## src/hw/rtl/brdq_pkg.sv

```systemverilog
// package for the byte range descriptor queue
// holds payload structs, action codes and sizes; no dependencies
package brdq_pkg;
    localparam int MAX_ENTRIES = 16;
    localparam int IDX_W = $clog2(MAX_ENTRIES);
    localparam int CNT_W = $clog2(MAX_ENTRIES + 1);

    typedef enum logic [2:0] {
        ACT_APPEND = 3'd0,
        ACT_SUBRANGE = 3'd1,
        ACT_DROP = 3'd2,
        ACT_LIMIT = 3'd3,
        ACT_SKIP = 3'd4,
        ACT_FLUSH = 3'd5,
        ACT_SEND = 3'd6,
        ACT_NONE = 3'd7
    } t_action;

    typedef struct packed {
        logic [2:0]  action;
        logic [15:0] buffer_id;
        logic [31:0] range_offset;
        logic [31:0] range_size;
        logic [31:0] byte_offset;
        logic [31:0] byte_count;
    } t_in;

    typedef struct packed {
        logic        status;
        logic [31:0] bytes_done;
        logic        out_valid;
        logic [15:0] out_buffer_id;
        logic [31:0] out_offset;
        logic [31:0] out_size;
        logic        last;
        logic [31:0] total_bytes;
        logic [4:0]  entry_count;
    } t_out;

    typedef struct packed {
        logic [15:0] buf_id;
        logic [31:0] start;
        logic [31:0] len;
    } t_desc;

    // per-cycle command from the sequencer to every cell
    typedef enum logic [1:0] {
        SH_HOLD = 2'd0,
        SH_LEFT = 2'd1,
        SH_RIGHT = 2'd2
    } t_shift;

    typedef struct packed {
        t_shift      shift;
        logic [IDX_W-1:0] pos;
        logic        wr_en;
        logic [IDX_W-1:0] wr_idx;
        t_desc       wr_desc;
    } t_ctl;
endpackage

```

## src/hw/rtl/brdq_cell.sv

```systemverilog
// one descriptor slot of the queue chain
// depends on brdq_pkg
module brdq_cell (
    input  logic                    i_clk,
    input  logic [brdq_pkg::IDX_W-1:0] i_index,
    input  brdq_pkg::t_ctl          i_ctl,
    input  brdq_pkg::t_desc         i_from_right,
    input  brdq_pkg::t_desc         i_from_left,
    output brdq_pkg::t_desc         o_desc
);
    brdq_pkg::t_desc r_desc;
    assign o_desc = r_desc;

    // direct write wins, else shift cells at or above pos
    always_ff @(posedge i_clk) begin
        if (i_ctl.wr_en && i_ctl.wr_idx == i_index) begin
            r_desc <= i_ctl.wr_desc;
        end else if (i_index >= i_ctl.pos) begin
            unique case (i_ctl.shift)
                brdq_pkg::SH_LEFT:  r_desc <= i_from_right;
                brdq_pkg::SH_RIGHT: r_desc <= i_from_left;
                default: ;
            endcase
        end
    end
endmodule

```

## config.mk

```make
export PLATFORM = sky130hd
export DESIGN_NAME = brdq_cell
export DESIGN_NICKNAME = d
export VERILOG_FILES = /design/src/hw/rtl/brdq_pkg.sv /design/src/hw/rtl/brdq_cell.sv
export SDC_FILE = /design/constraint.sdc
export NUM_CORES = 1
export LEC_CHECK = 0
export ABC_AREA = 1
export BUFFER_PORTS_ARGS = -buffer_cell sky130_fd_sc_hd__buf_2
export CAP_MARGIN = 5
export CORE_AREA = 2 2 129 131
export CTS_BUF_LIST = sky130_fd_sc_hd__clkbuf_16
export DETAILED_ROUTE_END_ITERATION = 10
export DIE_AREA = 0 0 131 133
export SLEW_MARGIN = 20
export SYNTH_ARGS = -nofsm -noshare
export SYNTH_HDL_FRONTEND = slang
export SYNTH_SLANG_ARGS = --single-unit
```

## constraint.sdc

```tcl
create_clock -name i_clk -period 4.3 [get_ports i_clk]
set_input_delay 0.43 -clock i_clk [delete_from_list [all_inputs] [get_ports i_clk]]
set_output_delay 0.43 -clock i_clk [all_outputs]
set_load 0.02 [all_outputs]
```

==> qor.yml, run 1 <==
finish:
  drive_gt1_frac: 0.387
  diodes: 0
  nets: 1214
  final_cell_area_um2: 7070
  largest_reg_flops: 80
  final_core_util: 0.437
  syn2layout_area_growth_pct: 39.5
floorplanning:
  num_rows: 47
  dieArea_um2: 17400
  die_h_um: 133
  start_util: 0.313
  die_w_um: 131
  ios: 336
  core_um2: 16200
timing:
  fin_crit_sh: 0.560
  tightest_slew_ns: 1.05
  rsz0062_at_grt: "false"
  setup_viol: 0
  slew_violations: 0
  period_needed_ns: 2.41
  relSlewSlack: 0.298
  finalHoldViolCount: 0
  finalSetupTns_ns: 0
  max_freq_mhz: 415
clock_network:
  tritoncts: "done"
  post-cts-setup-buffers: 0
  clockBufferDepth: 2
  clkTransAtPathRegs_ns: 0.06
  cts.sinks: 80
  root_buffer: "clkbuf_16"
  htreeDepth: 3
  cts_hold_buf: 0
  numCtsBuffers: 9
  cts_resized: 0
logic_synthesis:
  synth_area_um2: 5070
  ys_seq_elements: 80
  syn_inst: 653
  syn_nets: 913
  postSynthAreaPerCell_um2: 7.76
  yosys.cell_types.count: 20
  yosys_warnings: 0
  ys_seq_area_frac: 0.474
placement:
  portBuffers: 335
  dpl.hpwl_um: 11700
  placed_area_um2: 6780
  gp_congestion: 0.794
job:
  drv_cap: 0
detailed_routing:
  vias_per_cell: 4.55
  drt_pass1_iterations: 4
  ant_nets: 0
  wire_per_inst_um: 14.2
  drc: 0
  first_iter_violations: 378
  route.vias.total: 5359
  routed_wirelength_um: 16700
global_routing:
  grt_pass1_vias: 4985
  grt_usage: 0.185
  grt_pass1_wl_um: 25100
  grt_max_degree: 111
  grt-ovfl-total: 0
  antenna_found_initial: 0
pwr:
  p_leak_nw: 3.83
  power_mw: 2.45
  p_per_area_nw_per_um2: 346
  vdd_drop_max_v: 0.000169
worst_setup_path:
  worstSetupEndpointType: "register"
  critPathRequiredTime_ns: 4.50
  path_max_fanout: 110
  cp.arrival_ns: 2.60
  setup.worst_path.start_class: "input pin"
  critPathKind: "input pin to register"
hold_path:
  worst_hold_path_type: "input pin to register"
run_status:
  status: "completed"
==> cell usage in the layout (no fill, tap or decap) <==
| master | n |
|---|---|
| nor2_4 | 2 |
| ha_1 | 4 |
| inv_2 | 2 |
| nand3_4 | 1 |
| buf_2 | 335 |
| o21ai_2 | 11 |
| nand4_1 | 80 |
| nand2_8 | 1 |
| buf_4 | 5 |
| inv_6 | 1 |
| clkbuf_16 | 9 |
| clkinv_1 | 1 |
| a21oi_1 | 1 |
| nor2_1 | 4 |
| edfxtp_1 | 80 |
| nand3_1 | 2 |
| inv_1 | 92 |
| o21ai_1 | 69 |
| clkinvlp_4 | 2 |
| nand2_1 | 253 |
| or2_4 | 1 |
| bufinv_16 | 1 |
| o21ai_0 | 1 |
==> worst max-delay path: stages <==
cell,delay (ns)
buf_2,0.09
inv_1,0.06
or2_4,0.48
buf_4,0.86
nand2_1,0.14
o21ai_1,0.16
nand2_1,0.12
nand2_1,0.12
==> where the power goes <==
| part | leakage (nW) | internal (mW) | switching [mW] |
|---|---|---|---|
| Clock | 0.137 | 0.445 | 0.317 |
| Combinational | 2.96 | 0.227 | 0.432 |
| Sequential | 0.736 | 1.00 | 0.0254 |
| Total | 3.83 | 1.67 | 0.774 |
==> synth_stat cells <==
cell type,count,area share
buf_2,19,0.019
or2_1,1,0.0012
nand2_1,254,0.19
edfxtp_1,80,0.47
buf_1,1,0.00074
o21ai_1,69,0.068
nand3_1,2,0.0020
inv_1,91,0.067
nand4_1,80,0.099
nor2_1,4,0.0030
nor2_4,2,0.0044
a21oi_1,1,0.00099
inv_2,2,0.0015
buf_4,1,0.0015
o21ai_0,1,0.00099
o21ai_2,11,0.019
nand3_2,1,0.0020
clkbuf_1,18,0.013
buf_6,11,0.024
ha_1,4,0.0099
==> cell type report <==
type                       instances  area [µm²]
fill                            1665        9100
sequential                        80        2400
multi-input combinational        430        2050
timing repair buffer             340        1710
inverter                          93         349
tap                              220         275
clock buffer                       9         225
clock inverter                     6        61.3
==> routing by layer <==
layer	up-vias	global-route usage	part of all wire
li1	2766	-	-
met1	2329	0.222	0.40
met2	234	0.310	0.49
met3	30	0.0566	0.087
met4	0	0.0709	0.021
met5	-	0	0
==> kinds of logic (layout without fill, tap and decap cells) <==
logic type      after synthesis  after routing  share of synthesized area
fa+ha+maj                     4              4                    0.00987
buf+inv                     143            448                      0.128
flops                        80             80                      0.474
simple gates                344            344                      0.299
compound gates               82             82                     0.0891
==> per-stage QoR <==
step	instances	worst slack, ns	hold slack, ns
after floorplan	653	1.05	0.666
after global placement	1163	1.56	0.751
after detailed placement	1163	1.54	0.757
after CTS	1178	1.89	0.394
after global routing	1178	1.64	0.409
final	1178	1.89	0.411
==> worst paths after layout <==
check | start | to | slack, ns | cells after the start
setup / recovery | i_ctl[90] | o_desc[55] | 1.89 | 8
hold / removal | i_ctl[1] | o_desc[1] | 0.41 | 3
(Power assumes the default switching activity.)
==> run 2: changes to the inputs <==
CORE_AREA = 2 2 132 134   (was 2 2 129 131)
DIE_AREA = 0 0 134 136   (was 0 0 131 133)
clock period = 2 ns   (was 4.3 ns; I/O delays follow)
==> run 2 against run 1 <==
Sequential share of layout area shrank 0.58 points. Non-clock buffer count grew 5. Die area grew 4.6%. Highest routed layer unchanged. Routed wire length shrank 2.6%. Via count shrank 1.1%. Global-route usage shrank 1.1 points. Critical path depth grew 1. Setup slack lost 1.2 ns. Sequential cell count is the same. Clock power grew 110%. First-iteration DRC count shrank 32%. Combinational power grew 120%.
==> qor.yml, run 2 (synthesized netlist as in run 1, its figures left out) <==
run_status:
  status: "completed"
floorplanning:
  start_util: 0.300  # -0.0131
  num_rows: 48  # +2.1%
  die_w_um: 134  # +2.3%
  die_h_um: 136  # +2.3%
  dieArea_um2: 18200  # +4.6%
  ios: 336  # unchanged
  core_um2: 16900  # +4.4%
placement:
  portBuffers: 335  # unchanged
  dpl.hpwl_um: 12300  # +4.8%
  pre_cts_ws_ns: 0.348  # -1.19 ns
  gp_congestion: 0.855  # +7.7%
timing:
  relSlewSlack: 0.678  # +0.380
  setup_viol: 0  # unchanged
  fin_crit_sh: 0.653
  period_needed_ns: 1.31
  rsz0062_at_grt: "false"
  finalHoldViolCount: 0  # unchanged
  max_freq_mhz: 766
  slew_violations: 0  # unchanged
  tightest_slew_ns: 0.483  # -0.570 ns
  fin_ws_ns: 0.695  # -1.20 ns
  finalSetupTns_ns: 0  # unchanged
detailed_routing:
  first_iter_violations: 258  # -32%
  wire_per_inst_um: 13.7  # -3.5%
  drt_pass1_iterations: 5  # +1
  vias_per_cell: 4.46  # -2.0%
  route.vias.total: 5298  # -1.1%
  routed_wirelength_um: 16300  # -2.6%
  drc: 0  # unchanged
  ant_nets: 0  # unchanged
worst_setup_path:
  startpoint: "i_index[1]"
  critPathKind: "input pin to register"
  critPathRequiredTime_ns: 2.02  # -2.48 ns
  worstSetupEndpointType: "register"
  path_max_fanout: 42  # -62%
  setup.worst_path.start_class: "input pin"
  cp.arrival_ns: 1.33  # -1.27 ns
global_routing:
  grt_pass1_vias: 4714  # -5.4%
  antenna_found_initial: 0  # unchanged
  grt_max_degree: 81  # -27%
  grt_pass1_wl_um: 24600  # -2.0%
  grt_usage: 0.174  # -0.0113
  grt-ovfl-total: 0  # unchanged
finish:
  syn2layout_area_growth_pct: 42.0
  layout_common_cells: "335 x buf_2, 253 x nand2_1, 92 x inv_1"
  layout_commonest_cell: "buf_2"
  largest_reg_flops: 80  # unchanged
  drive_gt1_frac: 0.391  # +0.00422
  diodes: 0  # unchanged
  nets: 1219  # +0.41%
  final_core_util: 0.426  # -0.0109
hold_path:
  min-delay-start: "i_ctl[40]"
  worst_hold_path_type: "input pin to register"
clock_network:
  numCtsBuffers: 9  # unchanged
  tritoncts: "done"
  cts.sinks: 80  # unchanged
  clkTransAtPathRegs_ns: 0.06  # about the same
  cts_hold_buf: 0  # unchanged
  post-cts-setup-buffers: 0  # unchanged
  htreeDepth: 3  # unchanged
  cts_resized: 0  # unchanged
  root_buffer: "clkbuf_16"
  clockBufferDepth: 2  # unchanged
pwr:
  vdd_drop_max_v: 0.000357  # +110%
  p_per_area_nw_per_um2: 730  # +110%
  p_leak_nw: 3.89  # +1.4%
job:
  drv_cap: 0  # unchanged
run 2: cell types whose count changed in the layout (fill, tap and decap cells not counted):
cell	delta
buf_12	+7
buf_4	-2
clkinv_1	-1
clkinv_2	+1
clkinv_4	+1
inv_6	-1
nand2_4	+1
nand2_8	-1
run 2: path summary, 6_finish.rpt:
| kind | end | cells after the start |
|---|---|---|
| min | o_desc[40] | 3 |
| max | o_desc[29] | 9 |
run 2: cell type report:
class / instances / area [µm²]
fill: 1742 / 9680
sequential: 80 / 2400
multi-input combinational: 430 / 2040
timing repair buffer: 345 / 1840
inverter: 93 / 349
tap: 225 / 282
clock buffer: 9 / 225
clock inverter: 6 / 62.6
run 2: layer usage:
metal	track usage	part of all wire	up-vias
li1	-	-	2773
met1	0.213	0.41	2291
met2	0.294	0.49	213
met3	0.0518	0.078	21
met4	0.0579	0.022	0
met5	0	0	-
run 2: stage by stage:
| stage | hold slack [ns] | instance area, µm² | total power, mW | std cells |
|---|---|---|---|---|
| detailed placement | 0.528 | 6910 | 3.72 | 1173 |
| floorplan | 0.436 | 5080 | 3.08 | 653 |
| global placement | 0.521 | 6910 | 3.71 | 1173 |
| finish | 0.186 | 7200 | 5.26 | 1188 |
| CTS | 0.163 | 7200 | 5.34 | 1188 |
| global route | 0.175 | 7200 | 5.54 | 1188 |
run 2: where the power goes:
part / switching (mW) / leakage (nW) / internal, mW
Combinational: 0.942 / 3.01 / 0.526
Clock: 0.630 / 0.139 / 0.954
Sequential: 0.0556 / 0.736 / 2.15
run 2: worst max-delay path, cell delays in order:
cell	delay [ns]
buf_2	0.12
ha_1	0.29
inv_1	0.04
nor2_1	0.07
o21ai_0	0.08
nand3_1	0.08
nand2_1	0.09
nand2_4	0.09
buf_12	0.23
==> run 3: changes to the inputs <==
ABC_AREA = 0   (was 1)
CORE_AREA = 2 2 131 133   (was 2 2 132 134)
DIE_AREA = 0 0 133 135   (was 0 0 134 136)
clock period = 1.2 ns   (was 2 ns; I/O delays follow)
==> run 3 against run 2 <==
The run now ends with negative setup slack left. Routed wire length down 11%. Combinational power up 86%. Clock power up 110%. Worst hold slack worse by 0.11 ns. Power up 85%. Critical path depth down 4. Sequential share of layout area down 2.2 points. Global-route usage down 1.7 points. Critical endpoint is now o_desc[50]. Largest cell class unchanged. Highest routed layer is now met5.
==> qor.yml, run 3 <==
floorplanning:
  num_rows: 47  # -2.1%
  die_h_um: 135  # -0.74%
  start_util: 0.296  # -0.00392
  dieArea_um2: 18000  # -1.5%
  die_w_um: 133  # -0.75%
  ios: 336  # unchanged
  core_um2: 16400  # -2.8%
finish:
  layout_commonest_cell: "buf_2"
  drive_gt1_frac: 0.852  # +0.460
  largest_reg_flops: 80  # unchanged
  syn2layout_area_growth_pct: 58.4
  diodes: 0  # unchanged
  nets: 903  # -26%
  layout_common_cells: "333 x buf_2, 81 x mux2_2, 80 x edfxtp_1"
clock_network:
  clkTransAtPathRegs_ns: 0.06  # about the same
  tritoncts: "done"
  numCtsBuffers: 9  # unchanged
  root_buffer: "clkbuf_16"
  clockBufferDepth: 2  # unchanged
  htreeDepth: 3  # unchanged
  cts.sinks: 80  # unchanged
worst_setup_path:
  worstSetupEndpointType: "register"
  cp.arrival_ns: 1.67  # +0.34 ns
  path_buf_inv: 2  # -1
  critPathKind: "input pin to register"
  cp.depth: 5  # -4
  crit_family: "simple AND/OR/NAND/NOR gates"
  slowest_stage: "or4b_4"
  critPathRequiredTime_ns: 1.28  # -0.74 ns
  max_stage_delay_ns: 0.56  # +0.27 ns
  path_cells: "buf_6, a222oi_1, or4b_4, buf_12, mux2_4"
  path_max_fanout: 40  # -4.8%
  setup.worst_path.start_class: "input pin"
timing:
  finalHoldViolCount: 0  # unchanged
  relSlewSlack: 0.785  # +0.107
  tightest_slew_ns: 0.323  # -0.160 ns
  period_needed_ns: 1.59
  fin_crit_sh: 1.33
  slew_violations: 0  # unchanged
  setup_viol: 160  # +160
  rsz0062_at_grt: "true"
  max_freq_mhz: 629
  fin_ws_ns: -0.391  # -1.09 ns
  finalSetupTns_ns: -55.18  # -55.18 ns
pwr:
  p_leak_nw: 3.71  # -4.6%
  vdd_drop_max_v: 0.000577  # +62%
  p_per_area_nw_per_um2: 1260  # +73%
detailed_routing:
  wire_per_inst_um: 16.8  # +22%
  ant_nets: 0  # unchanged
  first_iter_violations: 97  # -62%
  routed_wirelength_um: 14500  # -11%
  drt_pass1_iterations: 4  # -1
  drc: 0  # unchanged
  vias_per_cell: 4.38  # -1.9%
  route.vias.total: 3799  # -28%
hold_path:
  min-delay-start: "i_ctl[26]"
  hold_depth: 2  # -1
  worst_hold_path_type: "input pin to register"
  hold_end: "o_desc[26]"
logic_synthesis:
  syn_inst: 280  # -57%
  synth_area_um2: 4860  # -4.0%
  synth_area_leader_cell: "edfxtp_1"
  ys.flop_type: "edfxtp_1"
  synth_commonest_cells: "81 x mux2_2, 80 x edfxtp_1, 79 x mux2_4"
  ys_seq_elements: 80  # unchanged
  synth_edf_count: 80  # unchanged
  yosys.cell_types.count: 19  # -5.0%
  ys_seq_area_frac: 0.494  # +0.0200
  syn_nets: 540  # -41%
  yosys_warnings: 0  # unchanged
  postSynthAreaPerCell_um2: 17.4  # +120%
  yosysMostFrequentCell: "mux2_2"
  synth.area.top_cells: "edfxtp_1 49%, mux2_4 24%, mux2_2 19%, buf_12 3.3%, ha_1 1.0%"
  async_flop_share: 0  # unchanged
  synth_top_cell_area_share: 0.494  # +0.0200
global_routing:
  gr-usage-met2: 0.298  # +0.00420
  grt-ovfl-total: 0  # unchanged
  grt_max_degree: 42  # -48%
  met1_usage: 0.158  # -0.0546
  antenna_found_initial: 2  # +2
  grt_pass1_vias: 4140  # -12%
  grt_usage: 0.157  # -0.0173
  grt_pass1_wl_um: 21200  # -14%
  met3_usage: 0.0503  # -0.00153
  grt-busiest-layer: "met2"
placement:
  gp_congestion: 0.833  # -2.6%
  dpl.hpwl_um: 11000  # -10%
  portBuffers: 335  # unchanged
  pre_cts_ws_ns: -0.781  # -1.13 ns
run_status:
  status: "finished with violations"
  violations: "negative setup slack"
job:
  drv_cap: 0  # unchanged
run 3: worst max path at each step:
stage                from          to
2_1_floorplan   i_ctl[90]   o_desc[0]
3_3_place_gp   i_index[0]  o_desc[47]
3_5_place_dp   i_index[0]  o_desc[57]
4_1_cts         i_ctl[80]  o_desc[31]
5_1_grt         i_ctl[80]  o_desc[50]
6_report        i_ctl[80]  o_desc[50]
run 3: area by class of cell:
| type | count | area (µm²) |
|---|---|---|
| Clock inverter | 7 | 135 |
| Tap cell | 220 | 275 |
| Clock buffer | 9 | 225 |
| Multi-Input combinational cell | 176 | 2290 |
| Sequential cell | 80 | 2400 |
| Fill cell | 1493 | 8700 |
| Inverter | 6 | 30.0 |
| Timing Repair Buffer | 370 | 2340 |
run 3: cell families (layout without fill, tap and decap cells):
| logic type | after synthesis | count (layout) | share of synthesized area |
|---|---|---|---|
| xor+xnor | 1 | 1 | 0.00180 |
| flops | 80 | 80 | 0.494 |
| fa+ha+maj | 4 | 4 | 0.0103 |
| buf+inv | 24 | 392 | 0.0468 |
| compound gates | 7 | 7 | 0.00978 |
| mux | 160 | 160 | 0.431 |
| simple gates | 4 | 4 | 0.00592 |
run 3: what timing repair did:
| action | in CTS | in global routing |
|---|---|---|
| endpoints found under the setup margin | 160 | 160 |
| hold endpoints to repair | 0 | 0 |
| setup buffers | 8 | 4 |
| cloned | 8 | 6 |
| hold buffers | 0 | 0 |
| resized for setup | 21 | 9 |
run 3: metrics by stage:
| stage | total power, mW | cell area [µm²] | utilization | hold slack (ns) | std cells |
|---|---|---|---|---|---|
| 2_1_floorplan | 5.07 | 4940 | - | 0.338 | 280 |
| 3_3_place_gp | 5.97 | 6840 | 0.417 | 0.421 | 829 |
| 3_5_place_dp | 6.03 | 6840 | 0.417 | 0.423 | 829 |
| 4_1_cts | 9.74 | 7560 | 0.461 | 0.0628 | 861 |
| 5_1_grt | 10.1 | 7700 | 0.470 | 0.0612 | 868 |
| 6_report | 9.72 | 7700 | 0.470 | 0.0811 | 868 |
run 3: power breakdown:
group	internal, mW	leakage [nW]	switching, mW
Sequential	3.54	0.745	0.0874
Clock	2.23	0.174	1.12
Combinational	1.49	2.79	1.25
run 3: layer usage:
layer / share of wire / wire length [µm]
met4: 0.021 / 302
met2: 0.54 / 7800
met5: 0.0019 / 27
met1: 0.35 / 5130
met3: 0.088 / 1270
